<file path="src/cfig_pkg.sv">
// Shared types, register indices and reset values for the machine CSR file.
// Used by cfig_store, cfig_shadow and csr_file_interrupt_gate_unit.
package cfig_pkg;

    localparam int STORE_DEPTH = 4096;
    localparam int IDX_W       = $clog2(STORE_DEPTH);

    localparam logic [IDX_W-1:0] TIMECMP_LO_INDEX = IDX_W'(2048);
    localparam logic [IDX_W-1:0] TIMECMP_HI_INDEX = IDX_W'(2049);
    localparam logic [IDX_W-1:0] CPU_RESET_INDEX  = IDX_W'(2050);
    localparam logic [IDX_W-1:0] HW_STATE_INDEX   = IDX_W'(4032);
    localparam logic [IDX_W-1:0] PC_INDEX         = IDX_W'(4033);

    localparam logic [IDX_W-1:0] IDX_MSTATUS  = IDX_W'(12'h300);
    localparam logic [IDX_W-1:0] IDX_MISA     = IDX_W'(12'h301);
    localparam logic [IDX_W-1:0] IDX_MIE      = IDX_W'(12'h304);
    localparam logic [IDX_W-1:0] IDX_CYCLE_LO = IDX_W'(12'hC00);
    localparam logic [IDX_W-1:0] IDX_TIME_LO  = IDX_W'(12'hC01);
    localparam logic [IDX_W-1:0] IDX_RET_LO   = IDX_W'(12'hC02);
    localparam logic [IDX_W-1:0] IDX_CYCLE_HI = IDX_W'(12'hC80);
    localparam logic [IDX_W-1:0] IDX_TIME_HI  = IDX_W'(12'hC81);
    localparam logic [IDX_W-1:0] IDX_RET_HI   = IDX_W'(12'hC82);
    localparam logic [IDX_W-1:0] IDX_HARTID   = IDX_W'(12'hF14);

    localparam logic [31:0] MISA_RESET    = 32'h0080_1100;
    localparam logic [31:0] TIMECMP_RESET = 32'hFFFF_FFFF;

    typedef enum logic [1:0] {
        REQ_READ   = 2'd0,
        REQ_WRITE  = 2'd1,
        REQ_TICK   = 2'd2,
        REQ_UPDATE = 2'd3
    } req_kind_t;

    typedef struct packed {
        req_kind_t   kind;
        logic [31:0] access_address;
        logic [31:0] write_data;
        logic [63:0] wall_time;
        logic [31:0] execute_count;
        logic [63:0] retired_count;
        logic [31:0] program_counter;
        logic        uart_irq;
        logic        key_irq;
    } item_t;

    typedef struct packed {
        logic [1:0] irq_lines;
        logic       soft_irq;
        logic       reset_latched;
    } irq_status_t;

    function automatic logic [IDX_W-1:0] slot_of(input logic [31:0] addr);
        return addr[IDX_W+1:2];
    endfunction

    function automatic logic [31:0] store_reset_value(input logic [IDX_W-1:0] idx);
        logic [31:0] v;
        v = '0;
        if (idx == TIMECMP_LO_INDEX || idx == TIMECMP_HI_INDEX)
            v = TIMECMP_RESET;
        else if (idx == IDX_MISA)
            v = MISA_RESET;
        return v;
    endfunction

endpackage

</file>
<file path="src/cfig_shadow.sv">
// Shadow registers, counters and interrupt evaluation beside the store.
// Also selects the live word for special read indices. Depends on cfig_pkg.
module cfig_shadow
    import cfig_pkg::*;
(
    input  logic        clk,
    input  logic        rst_n,
    input  logic        cfg_wr,
    input  logic [31:0] cfg_word,
    input  logic        accept,
    input  item_t       item,
    output logic        live_hit,
    output logic [31:0] live_word,
    output irq_status_t status
);

    logic [31:0]      hart_id_reg;
    logic [63:0]      timer_compare_reg, timer_compare_next;
    logic [2:0]       enable_reg, enable_next;
    logic             global_en_reg, global_en_next;
    logic             reset_req_reg, reset_req_next;
    logic             reset_latched_reg, reset_latched_next;
    logic [31:0]      cycle_reg, cycle_next;
    logic [63:0]      wall_reg, wall_next;
    logic [1:0]       pending_reg, pending_next;
    logic [1:0]       irq_lines_reg, irq_lines_next;
    logic             soft_irq_reg, soft_irq_next;
    logic [IDX_W-1:0] idx;
    logic             timer_due;

    assign idx       = slot_of(item.access_address);
    assign timer_due = wall_reg >= timer_compare_reg;

    always_comb
    begin
        timer_compare_next = timer_compare_reg;
        enable_next        = enable_reg;
        global_en_next     = global_en_reg;
        reset_req_next     = reset_req_reg;
        reset_latched_next = reset_latched_reg;
        cycle_next         = cycle_reg;
        wall_next          = wall_reg;
        pending_next       = pending_reg;
        irq_lines_next     = irq_lines_reg;
        soft_irq_next      = soft_irq_reg;
        if (accept)
        begin
            unique case (item.kind)
                REQ_WRITE:
                begin
                    priority if (idx == CPU_RESET_INDEX)
                        reset_req_next = item.write_data[0];
                    else if (idx == TIMECMP_LO_INDEX)
                        timer_compare_next[31:0] = item.write_data;
                    else if (idx == TIMECMP_HI_INDEX)
                        timer_compare_next[63:32] = item.write_data;
                    else if (idx == IDX_MIE)
                        enable_next = {item.write_data[11], item.write_data[7],
                                       item.write_data[3]};
                    else if (idx == IDX_MSTATUS)
                        global_en_next = item.write_data[3];
                    else
                        // other indices only land in the store
                        ;
                end
                REQ_TICK:
                begin
                    if (reset_req_reg)
                    begin
                        reset_req_next     = 1'b0;
                        reset_latched_next = 1'b1;
                    end
                    pending_next      = {item.uart_irq, item.key_irq};
                    soft_irq_next     = enable_reg[0] && global_en_reg;
                    irq_lines_next[1] = enable_reg[1] && global_en_reg && timer_due;
                    irq_lines_next[0] = enable_reg[2] && global_en_reg
                                        && (item.uart_irq || item.key_irq);
                end
                REQ_UPDATE:
                begin
                    wall_next  = item.wall_time;
                    cycle_next = item.execute_count;
                end
                REQ_READ: ;
                default: ;
            endcase
        end
    end

    always_ff @(posedge clk or negedge rst_n)
    begin
        if (!rst_n)
        begin
            hart_id_reg       <= '0;
            timer_compare_reg <= '1;
            enable_reg        <= '0;
            global_en_reg     <= 1'b0;
            reset_req_reg     <= 1'b0;
            reset_latched_reg <= 1'b0;
            cycle_reg         <= '0;
            wall_reg          <= '0;
            pending_reg       <= '0;
            irq_lines_reg     <= '0;
            soft_irq_reg      <= 1'b0;
        end
        else
        begin
            if (cfg_wr)
                hart_id_reg <= cfg_word;
            timer_compare_reg <= timer_compare_next;
            enable_reg        <= enable_next;
            global_en_reg     <= global_en_next;
            reset_req_reg     <= reset_req_next;
            reset_latched_reg <= reset_latched_next;
            cycle_reg         <= cycle_next;
            wall_reg          <= wall_next;
            pending_reg       <= pending_next;
            irq_lines_reg     <= irq_lines_next;
            soft_irq_reg      <= soft_irq_next;
        end
    end

    // live indices shadow the store; first match wins
    always_comb
    begin
        live_hit  = 1'b1;
        live_word = '0;
        priority if (idx == IDX_HARTID)
            live_word = hart_id_reg;
        else if (idx == IDX_RET_HI)
            live_word = item.retired_count[63:32];
        else if (idx == IDX_TIME_HI)
            live_word = wall_reg[63:32];
        else if (idx == IDX_CYCLE_HI)
            live_word = '0;
        else if (idx == IDX_RET_LO)
            live_word = item.retired_count[31:0];
        else if (idx == IDX_TIME_LO)
            live_word = wall_reg[31:0];
        else if (idx == IDX_CYCLE_LO)
            live_word = cycle_reg;
        else if (idx == HW_STATE_INDEX)
            live_word = {29'd0, pending_reg, 1'b0};
        else if (idx == PC_INDEX)
            live_word = item.program_counter;
        else
            live_hit = 1'b0;
    end

    assign status.irq_lines     = irq_lines_reg;
    assign status.soft_irq      = soft_irq_reg;
    assign status.reset_latched = reset_latched_reg;

endmodule

</file>
<file path="config.mk">
export PLATFORM = sky130hd
export DESIGN_NAME = cfig_shadow
export DESIGN_NICKNAME = d
export VERILOG_FILES = /design/src/cfig_pkg.sv /design/src/cfig_shadow.sv
export SDC_FILE = /design/constraint.sdc
export NUM_CORES = 1
export LEC_CHECK = 0
export BUFFER_PORTS_ARGS = -buffer_cell sky130_fd_sc_hd__buf_2
export CORE_MARGIN = 3
export CORE_UTILIZATION = 53
export CTS_BUF_LIST = sky130_fd_sc_hd__clkbuf_4
export CTS_CLUSTER_DIAMETER = 60
export CTS_CLUSTER_SIZE = 40
export DETAILED_ROUTE_END_ITERATION = 8
export PLACE_DENSITY_LB_ADDON = 0.1
export RECOVER_POWER = 25
export SYNTH_ARGS = -nofsm -noshare
export SYNTH_HDL_FRONTEND = slang
export SYNTH_SLANG_ARGS = --single-unit
</file>
<file path="constraint.sdc">
create_clock -name clk -period 3.9 [get_ports clk]
set_clock_uncertainty 0.1 [all_clocks]
set_input_delay 0.78 -clock clk [delete_from_list [all_inputs] [get_ports clk]]
set_output_delay 0.78 -clock clk [all_outputs]
set_load 0.05 [all_outputs]
</file>
==> results of run 1 <==
-- worst max-delay path, delay by kind of cell --
| kind | cells | cell delay, ns |
|---|---|---|
| and+or+nand+nor | 3 | 1.29 |
| buffers and inverters | 3 | 0.64 |
| AOI/OAI and AO/OA | 2 | 0.29 |
-- final cells by class --
class	count	area [µm²]
Antenna cell	8	20.02
Clock buffer	21	157.7
Clock inverter	9	101.3
Fill cell	1653	6525
Inverter	66	247.7
Multi-Input combinational cell	554	5127
Sequential cell	203	5160
Tap cell	265	331.6
Timing Repair Buffer	348	1983
-- final timing paths --
check / from / to / cells after the start
worst max-delay path: item[234] / live_word[23] / 8
min in group asynchronous: rst_n / hart_id_reg[25] / 2
worst min-delay path: item[100] / cycle_reg[2] / 2
worst min register to register: irq_lines_reg[0] / irq_lines_reg[0] / 2
max in group asynchronous: rst_n / cycle_reg[0] / 3
worst max register to register: timer_compare_reg[55] / irq_lines_reg[1] / 8
-- synth_stat cells, types with 2 or more instances --
cell and number:
or3_1 2, o21bai_1 2, nor2_1 15, and2_1 2, a221o_1 2, buf_4 2
or4_4 2, nand2b_1 6, nand2_1 20, ha_1 64, o21a_1 3, o31ai_1 3
a31oi_1 2, a211oi_1 3, a222oi_1 30, o211ai_1 2, nor4_1 2, dfstp_2 64
nand4_1 16, nand3_1 10, o21ai_0 12, buf_6 3, or4_1 2, o21ai_1 30
a2111oi_0 2, a21oi_1 21, buf_2 11, nand3b_1 2, clkbuf_1 28, a21o_1 11
dfrtp_1 139, and4_1 2, buf_1 8, mux2_2 200, inv_1 66, nor3_1 9
a221oi_1 30, o221ai_1 30
-- where the power goes --
part / switching (µW) / internal [µW] / leakage (µW)
clock network: 712 / 400 / 0.000143
logic: 387 / 459 / 0.00341
registers: 203 / 2340 / 0.00231
-- metal layers --
| metal | part of all wire, % | global-route usage [%] | up-vias |
|---|---|---|---|
| met4 | 2.6 | 8.868 | 6 |
| met1 | 40 | 36.48 | 4362 |
| met5 | 0.13 | 0 | - |
| li1 | - | - | 3981 |
| met2 | 49 | 49.26 | 395 |
| met3 | 8.5 | 6.673 | 67 |
-- kinds of logic (layout without fill, tap and decap cells) --
kind of cell / Yosys count / after routing / share of synthesized area, %
multiplexers: 201 / 201 / 21.13
other: 0 / 8 / 0
AND/OR/NAND/NOR: 97 / 97 / 5.071
AO/OA/AOI/OAI: 192 / 192 / 13.59
flip-flops: 203 / 203 / 48.19
adder cells (fa/ha/maj): 64 / 64 / 7.478
buffers and inverters: 118 / 444 / 4.545
-- stage by stage --
step,cell area (µm²),hold WS (ns),power (µW),std cells
after floorplan,10710,0.3445,3006,875
after global placement,12690,0.3618,3387,1431
after detailed placement,12690,0.3636,3421,1431
after CTS,12960,0.1913,4534,1462
after global routing,13130,0.1741,4761,1473
final,13130,0.2413,4501,1474
-- timing repair --
action,4_1_cts,5_1_grt
setup endpoints to repair,0,24
gates resized for setup,0,59
hold endpoints to repair,28,0
hold buffers,1,0
buffers inserted,0,3
==> impl_metrics.ini, run 1 <==
[status]
run_status = complete, but fails checks
violations = max-capacitance violations, max-slew violations

[global_route]
grt_pass1_wl_um = 49470
antenna_found_initial = 10
grt_overflow = 0
grt_max_degree = 74
grt_pass1_vias = 9105
grt_usage_pct = 28.76

[detailed_routing]
drtPass1Iterations = 5
wl_per_cell_um = 22.04
wirelength_um = 32480
ant_nets = 0
drc = 0
vias = 8811
viasPerCell = 5.978
drt-initial-drc-count = 543

[yosys]
postSynth.asyncResetShare_pct = 100.0
synthTopCellsByArea = dfrtp_1, mux2_2, dfstp_2
synth-edff-count = 0
syn_area_per_cell_um2 = 12.24
syn-cell-area_um2 = 10710
synth_top_area_cell = dfrtp_1
synth_top_area_share_pct = 32.48
ys_types = 55
synth_seq_cells = 203
syn_inst = 875
yosysSeqAreaShare_pct = 48.19
yosys_warnings = 0
syn_nets = 1235
yosys_most_used_dff = dfrtp_1

[timing]
drv_slew = 103
setup_ws_ns = 0.0001972
hold_viol = 0
grt_setup_unrepaired = yes
max_freq_mhz = 256.4
setup-violations-final = 0
slew_headroom_pct = -57.49
period_share_pct = 99.99
setup_tns_ns = 0
fin_crit_ns = 3.900
max_slew.worst_pin.slew_ns = 2.362

[setup_path]
cpMostUsedCell = or4_4
arrival_ns = 3.02
critPathMaxStageDelay_ns = 0.54
critical_path_class = input port to output pin
slowest_stage = or4_4
critical_path.cell_chain = buf_2 > or4_4 > or4_4 > nor3_4 > buf_4 > a221oi_1 > o21ai_1 > clkbuf_4
end_kind = output pin
worst_ep_required_time_ns = 3.02
rrSetupSlack_ns = 1.02
start_kind = input port
crit_fanout = 13

[worst_hold_path]
worst_hold_path_type = input port to register

[run]
maxCapViolations = 3

[cts]
cts_buffers = 17
cts_root_buf = clkbuf_4
worstSkewPairLatency_ns = 0.65
cts_tree = done
cts.clk_slew.worst_paths_ns = 0.18
clockBufferDepth = 3
cts-htree-levels = 1
cts_sinks = 203

[final_layout]
area_delta_synth_final_pct = 22.61
drive_above_1_share_pct = 54.29
fin_util_pct = 66.80
final_cell_mix = buf_2, mux2_2, dfrtp_1, inv_1
final_common_cell = buf_2
nNetsFinal = 1550

[placement]
gp_congestion = 0.8814
dp_hpwl_um = 23880
portBuffers = 312
place_ws_ns = 0.01900

[floorplan]
die_x_um = 148.1
core_um2 = 19650
ios = 333
rows = 51
start_util_pct = 54.48
fp.dieH_um = 148.1
fp.dieArea_um2 = 21950

[power_and_ir_drop]
p_leak_uw = 0.005863
powerDensity_nw_per_um2 = 342.8
peakVddDrop_uv = 280.4
No activity file was read; power rests on OpenSTA's default activity.
==> inputs of run 2 (changes only) <==
--- a/config.mk
+++ b/config.mk
@@ -13,7 +13,7 @@
 export CTS_CLUSTER_SIZE = 40
 export DETAILED_ROUTE_END_ITERATION = 8
 export PLACE_DENSITY_LB_ADDON = 0.1
-export RECOVER_POWER = 25
+export RECOVER_POWER = 50
 export SYNTH_ARGS = -nofsm -noshare
 export SYNTH_HDL_FRONTEND = slang
 export SYNTH_SLANG_ARGS = --single-unit
==> run 2 against run 1 <==
  * The flow still finishes with violations (max-capacitance violations, max-slew violations)
  * Maximum frequency increased by 0.10%
  * Register-to-register slack improved by 0.02 ns
  * Utilization decreased by 0.064 points
  * Total power about the same
  * Critical path depth unchanged
  * Design area about the same
  * Flip-flop and latch count unchanged
  * Global-route usage unchanged
  * Clock-buffer cell count unchanged
  * Via count decreased by 0.14%
  * Critical path type unchanged
  * Sequential power about the same
  * Largest power group unchanged
  * Final cell count unchanged
==> impl_metrics.ini, run 2 (synthesized netlist as in run 1, its figures left out) <==
[setup_path]
end_kind = output pin
crit_start = item[234]
critPathMaxStageDelay_ns = 0.54
start_kind = input port
worst_ep_required_time_ns = 3.02
arrival_ns = 3.02
crit_fanout = 13
crit_path_end = live_word[23]
reg2reg_from = timer_compare_reg[55]
reg2reg_depth = 8
timing.rr.end = irq_lines_reg[1]
rrSetupSlack_ns = 1.04
critical_path_class = input port to output pin
cpMostUsedCell = or4_4
slowest_stage = or4_4
critical_path.cell_chain = buf_2 > or4_4 > or4_4 > nor3_4 > buf_4 > a221oi_1 > o21ai_1 > clkbuf_4

[detailed_routing]
drtPass1Iterations = 7
drc = 0
wirelength_um = 32430
vias = 8799
drt-initial-drc-count = 503
viasPerCell = 5.969
wl_per_cell_um = 22.00
ant_nets = 0

[timing]
max_slew.worst_pin.slew_ns = 2.341
hold_viol = 0
period_share_pct = 99.89
setup_ws_ns = 0.004136
max_freq_mhz = 256.7
setup-violations-final = 0
fin_crit_ns = 3.896
slew_headroom_pct = -56.10
grt_setup_unrepaired = yes
whs_ns = 0.2402
drv_slew = 103

[placement]
portBuffers = 312
dpl_cell_area_um2 = 12690
dp_hpwl_um = 23880
gp_congestion = 0.8814
place_ws_ns = 0.01900
dp_cells = 1431

[final_layout]
final_cell_mix = buf_2, mux2_2, dfrtp_1, inv_1
final_common_cell = buf_2
stdcell_area_um2 = 13120
nFillCells = 1656
fin_cells = 1474
drive_above_1_share_pct = 54.12
area_delta_synth_final_pct = 22.49
nNetsFinal = 1550

[floorplan]
rows = 51
ios = 333
die_x_um = 148.1
fp.dieH_um = 148.1
start_util_pct = 54.48
core_um2 = 19650
fp.dieArea_um2 = 21950

[global_route]
grt_pass1_vias = 9105
grt_overflow = 0
grt_pass1_wl_um = 49470
grt_usage_pct = 28.76
antenna_found_initial = 10
grt_max_degree = 74

[worst_hold_path]
min_path_cells = 2
worst_hold_path_type = input port to register

[cts]
cts_tree = done
cts_sinks = 203
worstSkewPairLatency_ns = 0.65
cts.clk_slew.worst_paths_ns = 0.18
cts_root_buf = clkbuf_4
cts_buffers = 17
cts-htree-levels = 1
clockBufferDepth = 3

[status]
run_status = complete, but fails checks
violations = max-capacitance violations, max-slew violations

[power_and_ir_drop]
powerDensity_nw_per_um2 = 342.9
total_power_uw = 4497
p_leak_uw = 0.005856
peakVddDrop_uv = 281.0

[run]
maxCapViolations = 3
==> run 2: cell types whose count changed in the layout (fill, tap and decap cells not counted) <==
cell      before  now
clkbuf_2       0    2
buf_4         37   33
clkbuf_1       3    5
==> run 2: repair_timing <==
action / in CTS / in global routing
hold endpoints to repair: 28 / 0
hold buffers: 1 / 0
setup buffers: 0 / 3
resized for setup: 0 / 59
endpoints found under the setup margin: 0 / 24
==> run 2: power by group <==
part           switching (µW)  internal (µW)
combinational             386            458
clock                     711            400
sequential                203           2340
total                    1300           3200
==> run 2: critical path, delay by kind of cell <==
family	cells	cell delay [ns]
and+or+nand+nor	3	1.29
buffers and inverters	3	0.64
AOI/OAI and AO/OA	2	0.29
==> run 2: area by class of cell <==
class                      count  area, µm²  area share [%]
antenna                        8      20.02          0.1526
clock buffer                  21      157.7           1.202
clock inverter                 9      101.3          0.7727
inverter                      66      247.7           1.889
multi-input combinational    554       5127           39.09
sequential                   203       5160           39.34
tap                          265      331.6           2.528
timing repair buffer         348       1971           15.02
==> run 2: routing by layer <==
| metal | up-vias | GRT usage, % | part of all wire, % |
|---|---|---|---|
| met1 | 4353 | 36.48 | 39 |
| li1 | 3980 | - | - |
| met3 | 59 | 6.673 | 9.0 |
| met4 | 6 | 8.868 | 2.3 |
| met2 | 401 | 49.26 | 49 |
| met5 | - | 0 | 0.13 |
==> run 2: worst min path at each step <==
stage                            startpoint  slack [ns]           endpoint
after floorplan           reset_latched_reg        0.34  reset_latched_reg
after global placement    reset_latched_reg        0.36  reset_latched_reg
after detailed placement  reset_latched_reg        0.36  reset_latched_reg
after CTS                         item[128]        0.19      cycle_reg[30]
after global routing              item[128]        0.17      cycle_reg[30]
final                             item[100]        0.24       cycle_reg[2]
==> run 2: through the flow <==
stage               utilization, %  TNS [ns]
floorplan                        -         0
global placement             64.59         0
detailed placement           64.59         0
CTS                          65.96         0
global route                 66.72   -0.6794
finish                       66.74         0
==> inputs of run 3 (changes only) <==
--- a/config.mk
+++ b/config.mk
@@ -6,6 +6,7 @@
 export NUM_CORES = 1
 export LEC_CHECK = 0
 export BUFFER_PORTS_ARGS = -buffer_cell sky130_fd_sc_hd__buf_2
+export CORE_ASPECT_RATIO = 1.4
 export CORE_MARGIN = 3
 export CORE_UTILIZATION = 53
 export CTS_BUF_LIST = sky130_fd_sc_hd__clkbuf_4
@@ -14,6 +15,7 @@
 export DETAILED_ROUTE_END_ITERATION = 8
 export PLACE_DENSITY_LB_ADDON = 0.1
 export RECOVER_POWER = 50
+export REMOVE_ABC_BUFFERS = 1
 export SYNTH_ARGS = -nofsm -noshare
 export SYNTH_HDL_FRONTEND = slang
 export SYNTH_SLANG_ARGS = --single-unit
==> run 3 against run 2 <==
  * The flow still finishes with violations (max-capacitance violations, max-slew violations)
  * Hold slack worse by 0.027 ns
  * Largest power group unchanged
  * Via count down 1.5%
  * Register-to-register slack better by 0.16 ns
  * Wire length shrank 4.3%
  * Highest routed layer unchanged
  * Combinational power is 1% lower
  * Clock power fell by 15%
  * Largest cell class unchanged
  * Critical path depth up 1
  * Sequential share of layout area increased by 0.73 points
  * Worst setup slack gained 0.055 ns
  * Critical path type unchanged
==> impl_metrics.ini, run 3 (synthesized netlist as in run 1, its figures left out) <==
[timing]
setup_ws_ns = 0.05869
slew_headroom_pct = -62.40
max_slew.worst_pin.slew_ns = 2.436
period_share_pct = 98.50
setup-violations-final = 0
max_freq_mhz = 260.3
hold_viol = 0
drv_slew = 125
fin_crit_ns = 3.841

[setup_path]
rrSetupSlack_ns = 1.20
arrival_ns = 2.96
reg2reg_from = timer_compare_reg[59]
critical_path_class = input port to output pin
crit_fanout = 17
reg2reg_depth = 8
end_kind = output pin
start_kind = input port
worst_ep_required_time_ns = 3.02
timing.rr.end = irq_lines_reg[1]

[cts]
cts_root_buf = clkbuf_4
cts_buffers = 14
worstSkewPairLatency_ns = 0.64
cts_tree = done
cts.clk_slew.worst_paths_ns = 0.25
clockBufferDepth = 3
cts_sinks = 203
cts-htree-levels = 1

[floorplan]
die_x_um = 126.1
fp.dieH_um = 174.2
core_um2 = 19520
start_util_pct = 54.86
fp.dieArea_um2 = 21970
ios = 333
rows = 60

[final_layout]
drive_above_1_share_pct = 53.71
multiInputGateArea_um2 = 5105
nNetsFinal = 1538
final_common_cell = buf_2
area_delta_synth_final_pct = 20.27
nFillCells = 1633
regArea_um2 = 5160
final_cell_mix = buf_2, mux2_2, dfrtp_1, inv_1

[detailed_routing]
wirelength_um = 31030
vias = 8665
viasPerCell = 6.013
drt-initial-drc-count = 458
ant_nets = 0
drc = 0
wl_per_cell_um = 21.54
drtPass1Iterations = 5

[worst_hold_path]
worst_hold_path_type = input port to register
min_path_cells = 2
hold_start = cfg_word[6]
min_to = hart_id_reg[6]

[placement]
portBuffers = 312
place_ws_ns = -0.01381
gp_congestion = 0.8403
dp_hpwl_um = 23330

[status]
violations = max-capacitance violations, max-slew violations
run_status = complete, but fails checks

[global_route]
grt_max_degree = 97
grt_pass1_wl_um = 48540
grt_pass1_vias = 9228
grt_usage_pct = 27.74
antenna_found_initial = 8
grt_overflow = 0

[power_and_ir_drop]
peakVddDrop_uv = 340.4
total_power_uw = 4309
powerDensity_nw_per_um2 = 334.6
p_leak_uw = 0.005788

[run]
maxCapViolations = 2
run 3: changes by cell type in the layout (fill, tap and decap cells not counted), sizes merged:
cell | previous run | this run
inv | 67 | 71
clkinvlp | 2 | 1
diode | 8 | 7
dlygate4sd3 | 1 | 0
buf | 325 | 333
clkbuf | 43 | 21
bufinv | 2 | 0
clkinv | 4 | 3
run 3: repair_timing:
item	in CTS	in global routing
hold buffers	0	0
setup endpoints to repair	5	14
buffers inserted	0	2
resized for setup	0	5
pin swaps	1	1
run 3: worst max path at each step:
stage / startpoint / to / slack (ns)
finish: item[234] / live_word[14] / 0.06
global route: item[234] / live_word[20] / -0.003
CTS: item[234] / live_word[5] / 0.03
detailed placement: item[234] / live_word[5] / -0.01
global placement: item[234] / live_word[20] / 0.002
floorplan: item[234] / live_word[10] / -0.84
run 3: final cells by class:
cell class / count / share of cell area, %
inverters: 66 / 1.924
flip-flops and latches: 203 / 40.07
diodes: 7 / 0.1360
repair buffers: 339 / 14.31
clock inverters: 9 / 0.6412
well taps: 248 / 2.409
clock buffers: 15 / 0.8744
multi-input cells: 554 / 39.64
run 3: metrics by stage:
stage               hold WS (ns)  util [%]  cells  area [µm²]  setup TNS [ns]
floorplan                 0.3754         -    823       10470          -57.24
global placement          0.3580     65.03   1408       12690               0
detailed placement        0.3635     65.03   1408       12690        -0.01530
CTS                      0.05534     66.03   1432       12890               0
global route              0.1568     65.98   1441       12880       -0.007864
finish                    0.2137     65.98   1441       12880               0
run 3: power breakdown:
group          internal (µW)  switching [µW]  total [µW]
Combinational            452             380         832
Clock                    228             719         947
Sequential              2340             189        2530
Total                   3020            1290        4310
run 3: worst max-delay path, stage by stage:
cell,delay [ns]
buf_2,0.12
or4_4,0.53
or4_4,0.49
nor3_4,0.20
buf_4,0.15
buf_12,0.15
a221oi_1,0.09
o21ai_1,0.15
buf_2,0.28
run 3: per-layer routing:
metal	global-route usage (%)	wire length [µm]	share of wire, %	vias up
met5	0	13	0.042	-
met2	50.80	16570	53	300
met1	32.51	11570	37	4328
li1	-	-	-	3961
met3	4.550	1857	6.0	74
met4	9.928	1025	3.3	2
